[src/hw/rtl/etc_pkg.sv]
// ----------------------------------------------------------------------------
// etc_pkg
// Shared types and constants for the epoch seconds to calendar converter.
// ----------------------------------------------------------------------------
`default_nettype none

package etc_pkg;

    localparam int unsigned IN_W    = 32;
    localparam int unsigned OUT_W   = 40;
    localparam int unsigned REM_W   = 17;
    localparam int unsigned QUO_W   = 16;
    localparam int unsigned MUL_A_W = 25;
    localparam int unsigned MUL_B_W = 26;
    localparam int unsigned PROD_W  = 51;

    localparam logic [1:0] OP_DAY  = 2'd0;
    localparam logic [1:0] OP_HOUR = 2'd1;
    localparam logic [1:0] OP_MIN  = 2'd2;
    localparam logic [1:0] OP_CYC  = 2'd3;

    localparam logic [REM_W-1:0] SECS_PER_DAY   = 17'd86400;
    localparam logic [REM_W-1:0] SECS_PER_HOUR  = 17'd3600;
    localparam logic [REM_W-1:0] SECS_PER_MIN   = 17'd60;
    localparam logic [REM_W-1:0] DAYS_PER_4Y    = 17'd1461;

    // reciprocals of the odd parts 675, 225, 15 and 1461, scaled by 2^K
    localparam logic [MUL_B_W-1:0] RECIP_DAY  = 26'd50903317;
    localparam logic [MUL_B_W-1:0] RECIP_HOUR = 26'd9321;
    localparam logic [MUL_B_W-1:0] RECIP_MIN  = 26'd1093;
    localparam logic [MUL_B_W-1:0] RECIP_4Y   = 26'd91868;

    localparam int unsigned K_DAY  = 35;
    localparam int unsigned K_HOUR = 21;
    localparam int unsigned K_MIN  = 14;
    localparam int unsigned K_4Y   = 27;

    // day offset of 1970-01-01 from 1968-03-01, and of 2100-03-01
    localparam logic [15:0] DAY_SHIFT    = 16'd671;
    localparam logic [15:0] DAY_MAR_2100 = 16'd48212;
    localparam logic [11:0] BASE_YEAR    = 12'd1968;

    typedef struct packed {
        logic       load;
        logic       start;
        logic [1:0] op;
        logic       yoc_en;
        logic       out_en;
    } etc_cmd_t;

    function automatic logic [8:0] month_start(input logic [3:0] mp);
        logic [8:0] s;
        case (mp)
            4'd0:    s = 9'd0;
            4'd1:    s = 9'd31;
            4'd2:    s = 9'd61;
            4'd3:    s = 9'd92;
            4'd4:    s = 9'd122;
            4'd5:    s = 9'd153;
            4'd6:    s = 9'd184;
            4'd7:    s = 9'd214;
            4'd8:    s = 9'd245;
            4'd9:    s = 9'd275;
            4'd10:   s = 9'd306;
            4'd11:   s = 9'd337;
            default: s = 9'd0;
        endcase
        return s;
    endfunction

endpackage

`default_nettype wire

[src/hw/rtl/etc_div.sv]
// ----------------------------------------------------------------------------
// etc_div
// Shared constant divider: reciprocal multiply, then remainder.
// ----------------------------------------------------------------------------
`default_nettype none

module etc_div (
    input  wire logic                          clk,
    input  wire logic                          rst_n,
    input  wire logic                          start,
    input  wire logic [1:0]                    op,
    input  wire logic [etc_pkg::IN_W-1:0]      dividend,
    output logic                               done,
    output logic [etc_pkg::REM_W-1:0]          rem,
    output logic [etc_pkg::QUO_W-1:0]          quo
);

    logic [1:0]                    op_reg;
    logic [etc_pkg::IN_W-1:0]      x_reg;
    logic [etc_pkg::PROD_W-1:0]    prod_reg;
    logic [etc_pkg::REM_W-1:0]     rem_reg;
    logic [etc_pkg::QUO_W-1:0]     quo_reg;
    logic [1:0]                    cnt_reg, cnt_next;
    logic [etc_pkg::MUL_A_W-1:0]   mul_a;
    logic [etc_pkg::MUL_B_W-1:0]   mul_b;
    logic [etc_pkg::REM_W-1:0]     div_c;
    logic [etc_pkg::QUO_W-1:0]     quo_w;

    // drop the power-of-two factor of the divisor before the multiply
    always_comb
    begin
        case (op_reg)
            etc_pkg::OP_DAY:
            begin
                mul_a = x_reg[31:7];
                mul_b = etc_pkg::RECIP_DAY;
                div_c = etc_pkg::SECS_PER_DAY;
                quo_w = prod_reg[etc_pkg::K_DAY +: etc_pkg::QUO_W];
            end
            etc_pkg::OP_HOUR:
            begin
                mul_a = {12'd0, x_reg[16:4]};
                mul_b = etc_pkg::RECIP_HOUR;
                div_c = etc_pkg::SECS_PER_HOUR;
                quo_w = prod_reg[etc_pkg::K_HOUR +: etc_pkg::QUO_W];
            end
            etc_pkg::OP_MIN:
            begin
                mul_a = {15'd0, x_reg[11:2]};
                mul_b = etc_pkg::RECIP_MIN;
                div_c = etc_pkg::SECS_PER_MIN;
                quo_w = prod_reg[etc_pkg::K_MIN +: etc_pkg::QUO_W];
            end
            default:
            begin
                mul_a = {9'd0, x_reg[15:0]};
                mul_b = etc_pkg::RECIP_4Y;
                div_c = etc_pkg::DAYS_PER_4Y;
                quo_w = prod_reg[etc_pkg::K_4Y +: etc_pkg::QUO_W];
            end
        endcase
    end

    always_comb
    begin
        cnt_next = cnt_reg;
        if (start)
        begin
            cnt_next = 2'd2;
        end
        else if (cnt_reg != 2'd0)
        begin
            cnt_next = cnt_reg - 2'd1;
        end
    end

    always_ff @(posedge clk or negedge rst_n)
    begin
        if (!rst_n)
        begin
            cnt_reg <= '0;
        end
        else
        begin
            cnt_reg <= cnt_next;
        end
    end

    always_ff @(posedge clk)
    begin
        if (start)
        begin
            op_reg <= op;
            x_reg  <= dividend;
        end
        if (cnt_reg == 2'd2)
        begin
            prod_reg <= {{(etc_pkg::PROD_W - etc_pkg::MUL_A_W){1'b0}}, mul_a}
                        * {{(etc_pkg::PROD_W - etc_pkg::MUL_B_W){1'b0}}, mul_b};
        end
        if (cnt_reg == 2'd1)
        begin
            quo_reg <= quo_w;
            rem_reg <= x_reg[etc_pkg::REM_W-1:0] - ({1'b0, quo_w} * div_c);
        end
    end

    assign done = (cnt_reg == 2'd0);
    assign rem  = rem_reg;
    assign quo  = quo_reg;

endmodule

`default_nettype wire

[src/hw/rtl/etc_datapath.sv]
// ----------------------------------------------------------------------------
// etc_datapath
// Operand muxing around the shared divider and the calendar arithmetic.
// ----------------------------------------------------------------------------
`default_nettype none

module etc_datapath (
    input  wire logic                       clk,
    input  wire logic                       rst_n,
    input  wire etc_pkg::etc_cmd_t          cmd,
    input  wire logic [etc_pkg::IN_W-1:0]   in_data,
    output logic                            div_done,
    output logic [etc_pkg::OUT_W-1:0]       out_data
);

    logic [etc_pkg::IN_W-1:0]   t_reg;
    logic [15:0]                days_reg;
    logic [4:0]                 hour_reg;
    logic [5:0]                 minute_reg;
    logic [5:0]                 second_reg;
    logic [5:0]                 cycle_reg;
    logic [1:0]                 yoc_reg;
    logic [8:0]                 doy_reg;
    logic [etc_pkg::OUT_W-1:0]  out_reg;

    logic [etc_pkg::IN_W-1:0]   dividend;
    logic [etc_pkg::REM_W-1:0]  rem;
    logic [etc_pkg::QUO_W-1:0]  quo;

    logic [15:0] d0;
    logic [15:0] d1;
    logic [10:0] r4;
    logic [1:0]  yoc;
    logic [10:0] yoff;
    logic [10:0] doy_w;
    logic [3:0]  mp;
    logic [8:0]  mstart;
    logic [8:0]  dom_w;
    logic [3:0]  month;
    logic [11:0] year;

    etc_div u_div (
        .clk      (clk),
        .rst_n    (rst_n),
        .start    (cmd.start),
        .op       (cmd.op),
        .dividend (dividend),
        .done     (div_done),
        .rem      (rem),
        .quo      (quo)
    );

    // insert a phantom 2100-02-29 so every four-year cycle is 1461 days
    assign d0 = days_reg + etc_pkg::DAY_SHIFT;
    assign d1 = (d0 >= etc_pkg::DAY_MAR_2100) ? d0 + 16'd1 : d0;

    always_comb
    begin
        case (cmd.op)
            etc_pkg::OP_DAY:
            begin
                dividend = t_reg;
            end
            etc_pkg::OP_HOUR:
            begin
                dividend = {15'd0, rem};
            end
            etc_pkg::OP_MIN:
            begin
                dividend = {15'd0, rem};
            end
            default:
            begin
                dividend = {16'd0, d1};
            end
        endcase
    end

    assign r4 = rem[10:0];

    always_comb
    begin
        if (r4 >= 11'd1095)
        begin
            yoc  = 2'd3;
            yoff = 11'd1095;
        end
        else if (r4 >= 11'd730)
        begin
            yoc  = 2'd2;
            yoff = 11'd730;
        end
        else if (r4 >= 11'd365)
        begin
            yoc  = 2'd1;
            yoff = 11'd365;
        end
        else
        begin
            yoc  = 2'd0;
            yoff = 11'd0;
        end
    end

    assign doy_w = r4 - yoff;

    always_comb
    begin
        mp = 4'd0;
        for (int i = 1; i < 12; i++)
        begin
            if (doy_reg >= etc_pkg::month_start(4'(i)))
            begin
                mp = 4'(i);
            end
        end
    end

    assign mstart = etc_pkg::month_start(mp);
    assign dom_w  = doy_reg - mstart + 9'd1;
    assign month  = (mp < 4'd10) ? mp + 4'd3 : mp - 4'd9;
    assign year   = etc_pkg::BASE_YEAR + {4'd0, cycle_reg, 2'd0} + {10'd0, yoc_reg}
                    + {11'd0, (mp >= 4'd10)};

    always_ff @(posedge clk)
    begin
        if (cmd.load)
        begin
            t_reg <= in_data;
        end
        if (cmd.start && cmd.op == etc_pkg::OP_HOUR)
        begin
            days_reg <= quo;
        end
        if (cmd.start && cmd.op == etc_pkg::OP_MIN)
        begin
            hour_reg <= quo[4:0];
        end
        if (cmd.start && cmd.op == etc_pkg::OP_CYC)
        begin
            minute_reg <= quo[5:0];
            second_reg <= rem[5:0];
        end
        if (cmd.yoc_en)
        begin
            cycle_reg <= quo[5:0];
            yoc_reg   <= yoc;
            doy_reg   <= doy_w[8:0];
        end
        if (cmd.out_en)
        begin
            out_reg <= {2'd0, second_reg, minute_reg, hour_reg, dom_w[4:0], month, year};
        end
    end

    assign out_data = out_reg;

endmodule

`default_nettype wire

[src/hw/rtl/etc_ctrl.sv]
// ----------------------------------------------------------------------------
// etc_ctrl
// Sequencer for the conversion steps and the stream handshakes.
// ----------------------------------------------------------------------------
`default_nettype none

module etc_ctrl (
    input  wire logic           clk,
    input  wire logic           rst_n,
    input  wire logic           s_tvalid,
    output logic                s_tready,
    output logic                m_tvalid,
    input  wire logic           m_tready,
    input  wire logic           div_done,
    output etc_pkg::etc_cmd_t   cmd
);

    localparam logic [2:0] S_IDLE  = 3'd0;
    localparam logic [2:0] S_START = 3'd1;
    localparam logic [2:0] S_DAY   = 3'd2;
    localparam logic [2:0] S_HOUR  = 3'd3;
    localparam logic [2:0] S_MIN   = 3'd4;
    localparam logic [2:0] S_CYC   = 3'd5;
    localparam logic [2:0] S_YEAR  = 3'd6;

    logic [2:0] state_reg, state_next;
    logic       valid_reg, valid_next;
    logic       out_free;

    assign out_free = !valid_reg || m_tready;

    always_comb
    begin
        state_next = state_reg;
        cmd        = '0;
        cmd.op     = etc_pkg::OP_DAY;
        unique case (state_reg)
            S_IDLE:
            begin
                if (s_tvalid)
                begin
                    cmd.load   = 1'b1;
                    state_next = S_START;
                end
            end
            S_START:
            begin
                cmd.start  = 1'b1;
                cmd.op     = etc_pkg::OP_DAY;
                state_next = S_DAY;
            end
            S_DAY:
            begin
                if (div_done)
                begin
                    cmd.start  = 1'b1;
                    cmd.op     = etc_pkg::OP_HOUR;
                    state_next = S_HOUR;
                end
            end
            S_HOUR:
            begin
                if (div_done)
                begin
                    cmd.start  = 1'b1;
                    cmd.op     = etc_pkg::OP_MIN;
                    state_next = S_MIN;
                end
            end
            S_MIN:
            begin
                if (div_done)
                begin
                    cmd.start  = 1'b1;
                    cmd.op     = etc_pkg::OP_CYC;
                    state_next = S_CYC;
                end
            end
            S_CYC:
            begin
                if (div_done)
                begin
                    cmd.yoc_en = 1'b1;
                    state_next = S_YEAR;
                end
            end
            S_YEAR:
            begin
                if (out_free)
                begin
                    cmd.out_en = 1'b1;
                    state_next = S_IDLE;
                end
            end
            default:
            begin
                state_next = S_IDLE;
            end
        endcase
    end

    always_comb
    begin
        valid_next = valid_reg;
        if (cmd.out_en)
        begin
            valid_next = 1'b1;
        end
        else if (m_tready)
        begin
            valid_next = 1'b0;
        end
    end

    always_ff @(posedge clk or negedge rst_n)
    begin
        if (!rst_n)
        begin
            state_reg <= S_IDLE;
            valid_reg <= 1'b0;
        end
        else
        begin
            state_reg <= state_next;
            valid_reg <= valid_next;
        end
    end

    assign s_tready = (state_reg == S_IDLE);
    assign m_tvalid = valid_reg;

endmodule

`default_nettype wire

[src/hw/rtl/epoch_seconds_to_calendar.sv]
// ----------------------------------------------------------------------------
// epoch_seconds_to_calendar
// Unix seconds to Gregorian UTC date and time of day.
//
// Input stream: s_tdata carries a 32-bit unsigned count of seconds since
// 1970-01-01 00:00:00 UTC. Output stream: one transfer per input with year,
// month, day of month, hour, minute and second packed in m_tdata.
// One item at a time runs through a shared constant divider that multiplies
// by a reciprocal and then forms the remainder, for seconds per day, per
// hour and per minute and days per four-year cycle, then one step each for
// year-in-cycle and month lookup. A new input is taken only after the
// result has been written to the result register.
// The result register holds the previous result while the next item is
// taken and computed; if the receiver still stalls when the next result is
// ready, the block holds it and takes no input until the transfer.
// Reset clears the sequencer and drops any pending result.
// ----------------------------------------------------------------------------
`default_nettype none

module epoch_seconds_to_calendar (
    input  wire logic                       clk,
    input  wire logic                       rst_n,
    input  wire logic                       s_tvalid,
    output logic                            s_tready,
    input  wire logic [etc_pkg::IN_W-1:0]   s_tdata,   // epoch_seconds[31:0]
    output logic                            m_tvalid,
    input  wire logic                       m_tready,
    // year[11:0], month[15:12], day_of_month[20:16], hour[25:21],
    // minute[31:26], second[37:32], zero fill[39:38]
    output logic [etc_pkg::OUT_W-1:0]       m_tdata
);

    etc_pkg::etc_cmd_t cmd;
    logic              div_done;

    etc_ctrl u_ctrl (
        .clk      (clk),
        .rst_n    (rst_n),
        .s_tvalid (s_tvalid),
        .s_tready (s_tready),
        .m_tvalid (m_tvalid),
        .m_tready (m_tready),
        .div_done (div_done),
        .cmd      (cmd)
    );

    etc_datapath u_datapath (
        .clk      (clk),
        .rst_n    (rst_n),
        .cmd      (cmd),
        .in_data  (s_tdata),
        .div_done (div_done),
        .out_data (m_tdata)
    );

endmodule

`default_nettype wire

[config.mk]
export PLATFORM = sky130hd
export DESIGN_NAME = epoch_seconds_to_calendar
export DESIGN_NICKNAME = d
export VERILOG_FILES = /design/src/hw/rtl/etc_pkg.sv /design/src/hw/rtl/etc_div.sv /design/src/hw/rtl/etc_datapath.sv /design/src/hw/rtl/etc_ctrl.sv /design/src/hw/rtl/epoch_seconds_to_calendar.sv
export SDC_FILE = /design/constraint.sdc
export NUM_CORES = 2
export LEC_CHECK = 0
export BUFFER_PORTS_ARGS = -buffer_cell sky130_fd_sc_hd__buf_2
export CORE_ASPECT_RATIO = 0.5
export CORE_MARGIN = 5
export CORE_UTILIZATION = 59
export DETAILED_ROUTE_END_ITERATION = 6
export GPL_ROUTABILITY_DRIVEN = 0
export HOLD_SLACK_MARGIN = 0.06
export MAX_ROUTING_LAYER = met4
export PLACE_DENSITY = 0.77
export SLEW_MARGIN = 20
export SYNTH_ARGS = -nofsm -noshare
export SYNTH_HDL_FRONTEND = slang
export SYNTH_SLANG_ARGS = --single-unit
export TNS_END_PERCENT = 20
[constraint.sdc]
create_clock -name clk -period 8.4 [get_ports clk]
set_input_delay 0.84 -clock clk [delete_from_list [all_inputs] [get_ports clk]]
set_output_delay 0.84 -clock clk [all_outputs]
set_load 0.05 [all_outputs]
==> flow_summary.yaml <==
drt:
  dr.pass1.iters: 7
  drt-initial-drc-count: 2004
  top_layer_used: "met4"
  met1_length_um: 28600
  via_per_inst: 5.65
  wl_per_cell_um: 20.1
  antenna_left: 0
  num_vias: 20700
  drcViolationCount: 1
  routed_wl_um: 73800
  route.met2.wl_um: 34400
  met3WireLength_um: 7260
setup_path:
  worstPathArrival_ps: 8540
  crit_top_cell: "fa_1"
  startpoint_type: "flop"
  crit_slowest_cell: "fa_1"
  endpoint_kind: "flop"
  crit_type: "reg -> reg"
  critical_path_required_ps: 8700
  cp_max_fo: 12
  reg2regPathDepth: 30
  max_stage_delay_ps: 550
global_route:
  grt_pass1_vias: 21800
  grt_pass1_wl_um: 117000
  grt_usage: 0.283
  grt.overflow.total: 0
  grt_max_degree: 40
  antenna_found_initial: 2
timing:
  layout_setup_ws_ps: 163
  worstMarginPinSlew_ps: 1130
  fin_skew_ps: 29.3
  finalSetupViolations: 0
  relSlewSlack: 0.250
  slew_violations: 0
  fmax_ghz: 0.121
  fin_crit_sh: 0.981
  hold_slack_ps: 107
  rsz0062_at_grt: "yes"
  fin_crit_ps: 8240
  hold_viol: 0
cells_and_area:
  layout-drive-gt1-share: 0.107
  largest_reg_flops: 38
  nFillCells: 3710
  layout.nets: 3846
  area.growth.synth_to_final_pct: 9.94
yosys:
  syn_inst: 2824
  synth.distinct_cells: 86
  synth_ff_type: "edfxtp_1"
  ys_seq_elements: 230
  syn_area_um2: 29700
  synth-edff-count: 224
  avgSynthCellArea_um2: 10.5
  synthArstFlopShare: 0.0261
  ys_seq_area_frac: 0.232
  ys_warn_count: 0
clock_tree:
  clockBufferDepth: 3
  clkLatencyLatePin_ps: 570
  htree_levels: 1
  cts_buffers: 23
  tritoncts: "yes"
  cts.clk_slew.worst_paths_ps: 60
  root_buffer: "clkbuf_16"
  cts.sinks: 230
floorplan:
  rows: 58
  dieArea_um2: 55100
  die_x_um: 327
  start_util: 0.593
  die_y_um: 169
  ios: 78
  coreArea_um2: 50000
place:
  dp_hpwl_um: 61800
  portBuffers: 75
  post-place-ws_ps: -140
flow_run:
  maxCapViolations: 0
hold_path:
  hold_class: "in -> async"
run_status:
  violations: "design-rule violations"
  status: "finished with violations"
-- kinds of logic (layout without fill, tap and decap cells) --
logic type      after synthesis  in the layout  synth area share
xor+xnor                    122            122            0.0365
simple gates                558            558            0.0956
buf+inv                     767            928            0.0979
mux                          18             18           0.00624
fa+ha+maj                   815            815             0.458
other cells                   2             31          0.000253
flops                       230            230             0.232
compound gates              312            312            0.0733
-- layer usage --
layer	GRT usage	vias to the layer above
met4	0.106	0
met2	0.458	969
met5	-	-
met1	0.352	10300
met3	0.0652	211
li1	-	9305
-- final timing paths --
kind	start	to	slack (ps)
worst max-delay path	u_datapath.u_div.op_reg[0]	u_datapath.u_div.prod_reg[43]	160
worst min-delay path	rst_n	u_datapath.u_div.cnt_reg[0]	110
worst max register to register	u_datapath.u_div.op_reg[0]	u_datapath.u_div.prod_reg[43]	160
worst min register to register	u_datapath.second_reg[4]	u_datapath.out_data[36]	410
max in group asynchronous	rst_n	u_ctrl.state_reg[0]	8150
min in group clk	u_datapath.second_reg[4]	u_datapath.out_data[36]	410
-- layout make-up --
cell class              count  area [µm²]  share of cell area
well taps                 660         826              0.0253
flip-flops and latches    230        6880               0.211
clock inverters            16         186             0.00572
clock buffers              26         587              0.0180
diodes                      2        5.00            0.000154
multi-input cells        1854       20200               0.621
repair buffers            185        1240              0.0381
inverters                 701        2640              0.0810
-- layout by cell type (no fill, tap or decap), types with 14 or more instances in the layout --
cell type | Yosys | routed
inv_1 | 699 | 690
fa_1 | 452 | 451
ha_1 | 363 | 349
edfxtp_1 | 224 | 224
nor2_1 | 147 | 145
nand2_1 | 131 | 124
buf_4 | 4 | 104
a21oi_1 | 91 | 82
xnor2_1 | 80 | 80
buf_2 | 2 | 75
and2_1 | 71 | 67
nand2b_1 | 62 | 59
o21ai_0 | 47 | 41
xor2_1 | 40 | 40
nor2b_1 | 35 | 34
a21o_1 | 29 | 29
conb_1 | 2 | 29
clkbuf_16 | 0 | 23
a222oi_1 | 21 | 21
nor3_1 | 21 | 19
and3_1 | 18 | 16
mux2i_1 | 14 | 14
nand4_1 | 14 | 14
a221oi_1 | 14 | 14
-- worst max-delay path: cells and delay by family (launching register included) --
kind                       cells  cell delay [ps]
DFF                            1              500
xor gates and xnor gates       1              150
buffers and inverters         10             1020
AOI/OAI and AO/OA              7             1400
and+or+nand+nor                2              350
adders and majority gates      9             4220
muxes                          1              330
-- synth_stat cells (5+ instances only) --
cell	number	area [µm²]
fa_1	452	9050
ha_1	363	4540
nor3_1	21	105
nand3_1	14	70.1
xor2_1	40	350
a22oi_1	10	75.1
nand2_1	131	492
or3_1	6	37.5
a21oi_1	91	455
a31oi_1	11	68.8
edfxtp_1	224	6730
a221oi_1	14	123
clkbuf_1	58	218
and3_1	18	113
o211ai_1	6	45.0
nand4_1	14	87.6
o31ai_1	6	45.0
or2_2	12	75.1
xnor2_1	80	701
nor4_1	5	31.3
inv_1	699	2620
dfrtp_1	6	150
a21o_1	29	218
a222oi_1	21	210
nor2b_1	35	219
o21a_1	10	75.1
o21ai_0	47	235
mux2i_1	14	140
a21boi_0	5	37.5
o21bai_1	11	82.6
nor2_1	147	552
and2_1	71	444
nand2b_1	62	388
-- repair_timing --
action,CTS,global route
endpoints found under the setup margin,5,18
gates resized for setup,7,70
pin swaps,2,13
hold buffers,0,0
setup buffers,1,18
-- through the flow --
step / utilization / TNS (ps) / cell area (µm²) / cells
floorplan: - / 0 / 29800 / 2851
global placement: 0.628 / 0 / 31400 / 3611
detailed placement: 0.628 / -298 / 31400 / 3611
CTS: 0.644 / 0 / 32200 / 3654
global route: 0.652 / -237 / 32600 / 3674
finish: 0.652 / 0 / 32600 / 3674
Power is left out: the tool's default activity adds up to more than one toggle a clock period on the data nets, which glitch-free logic cannot reach.
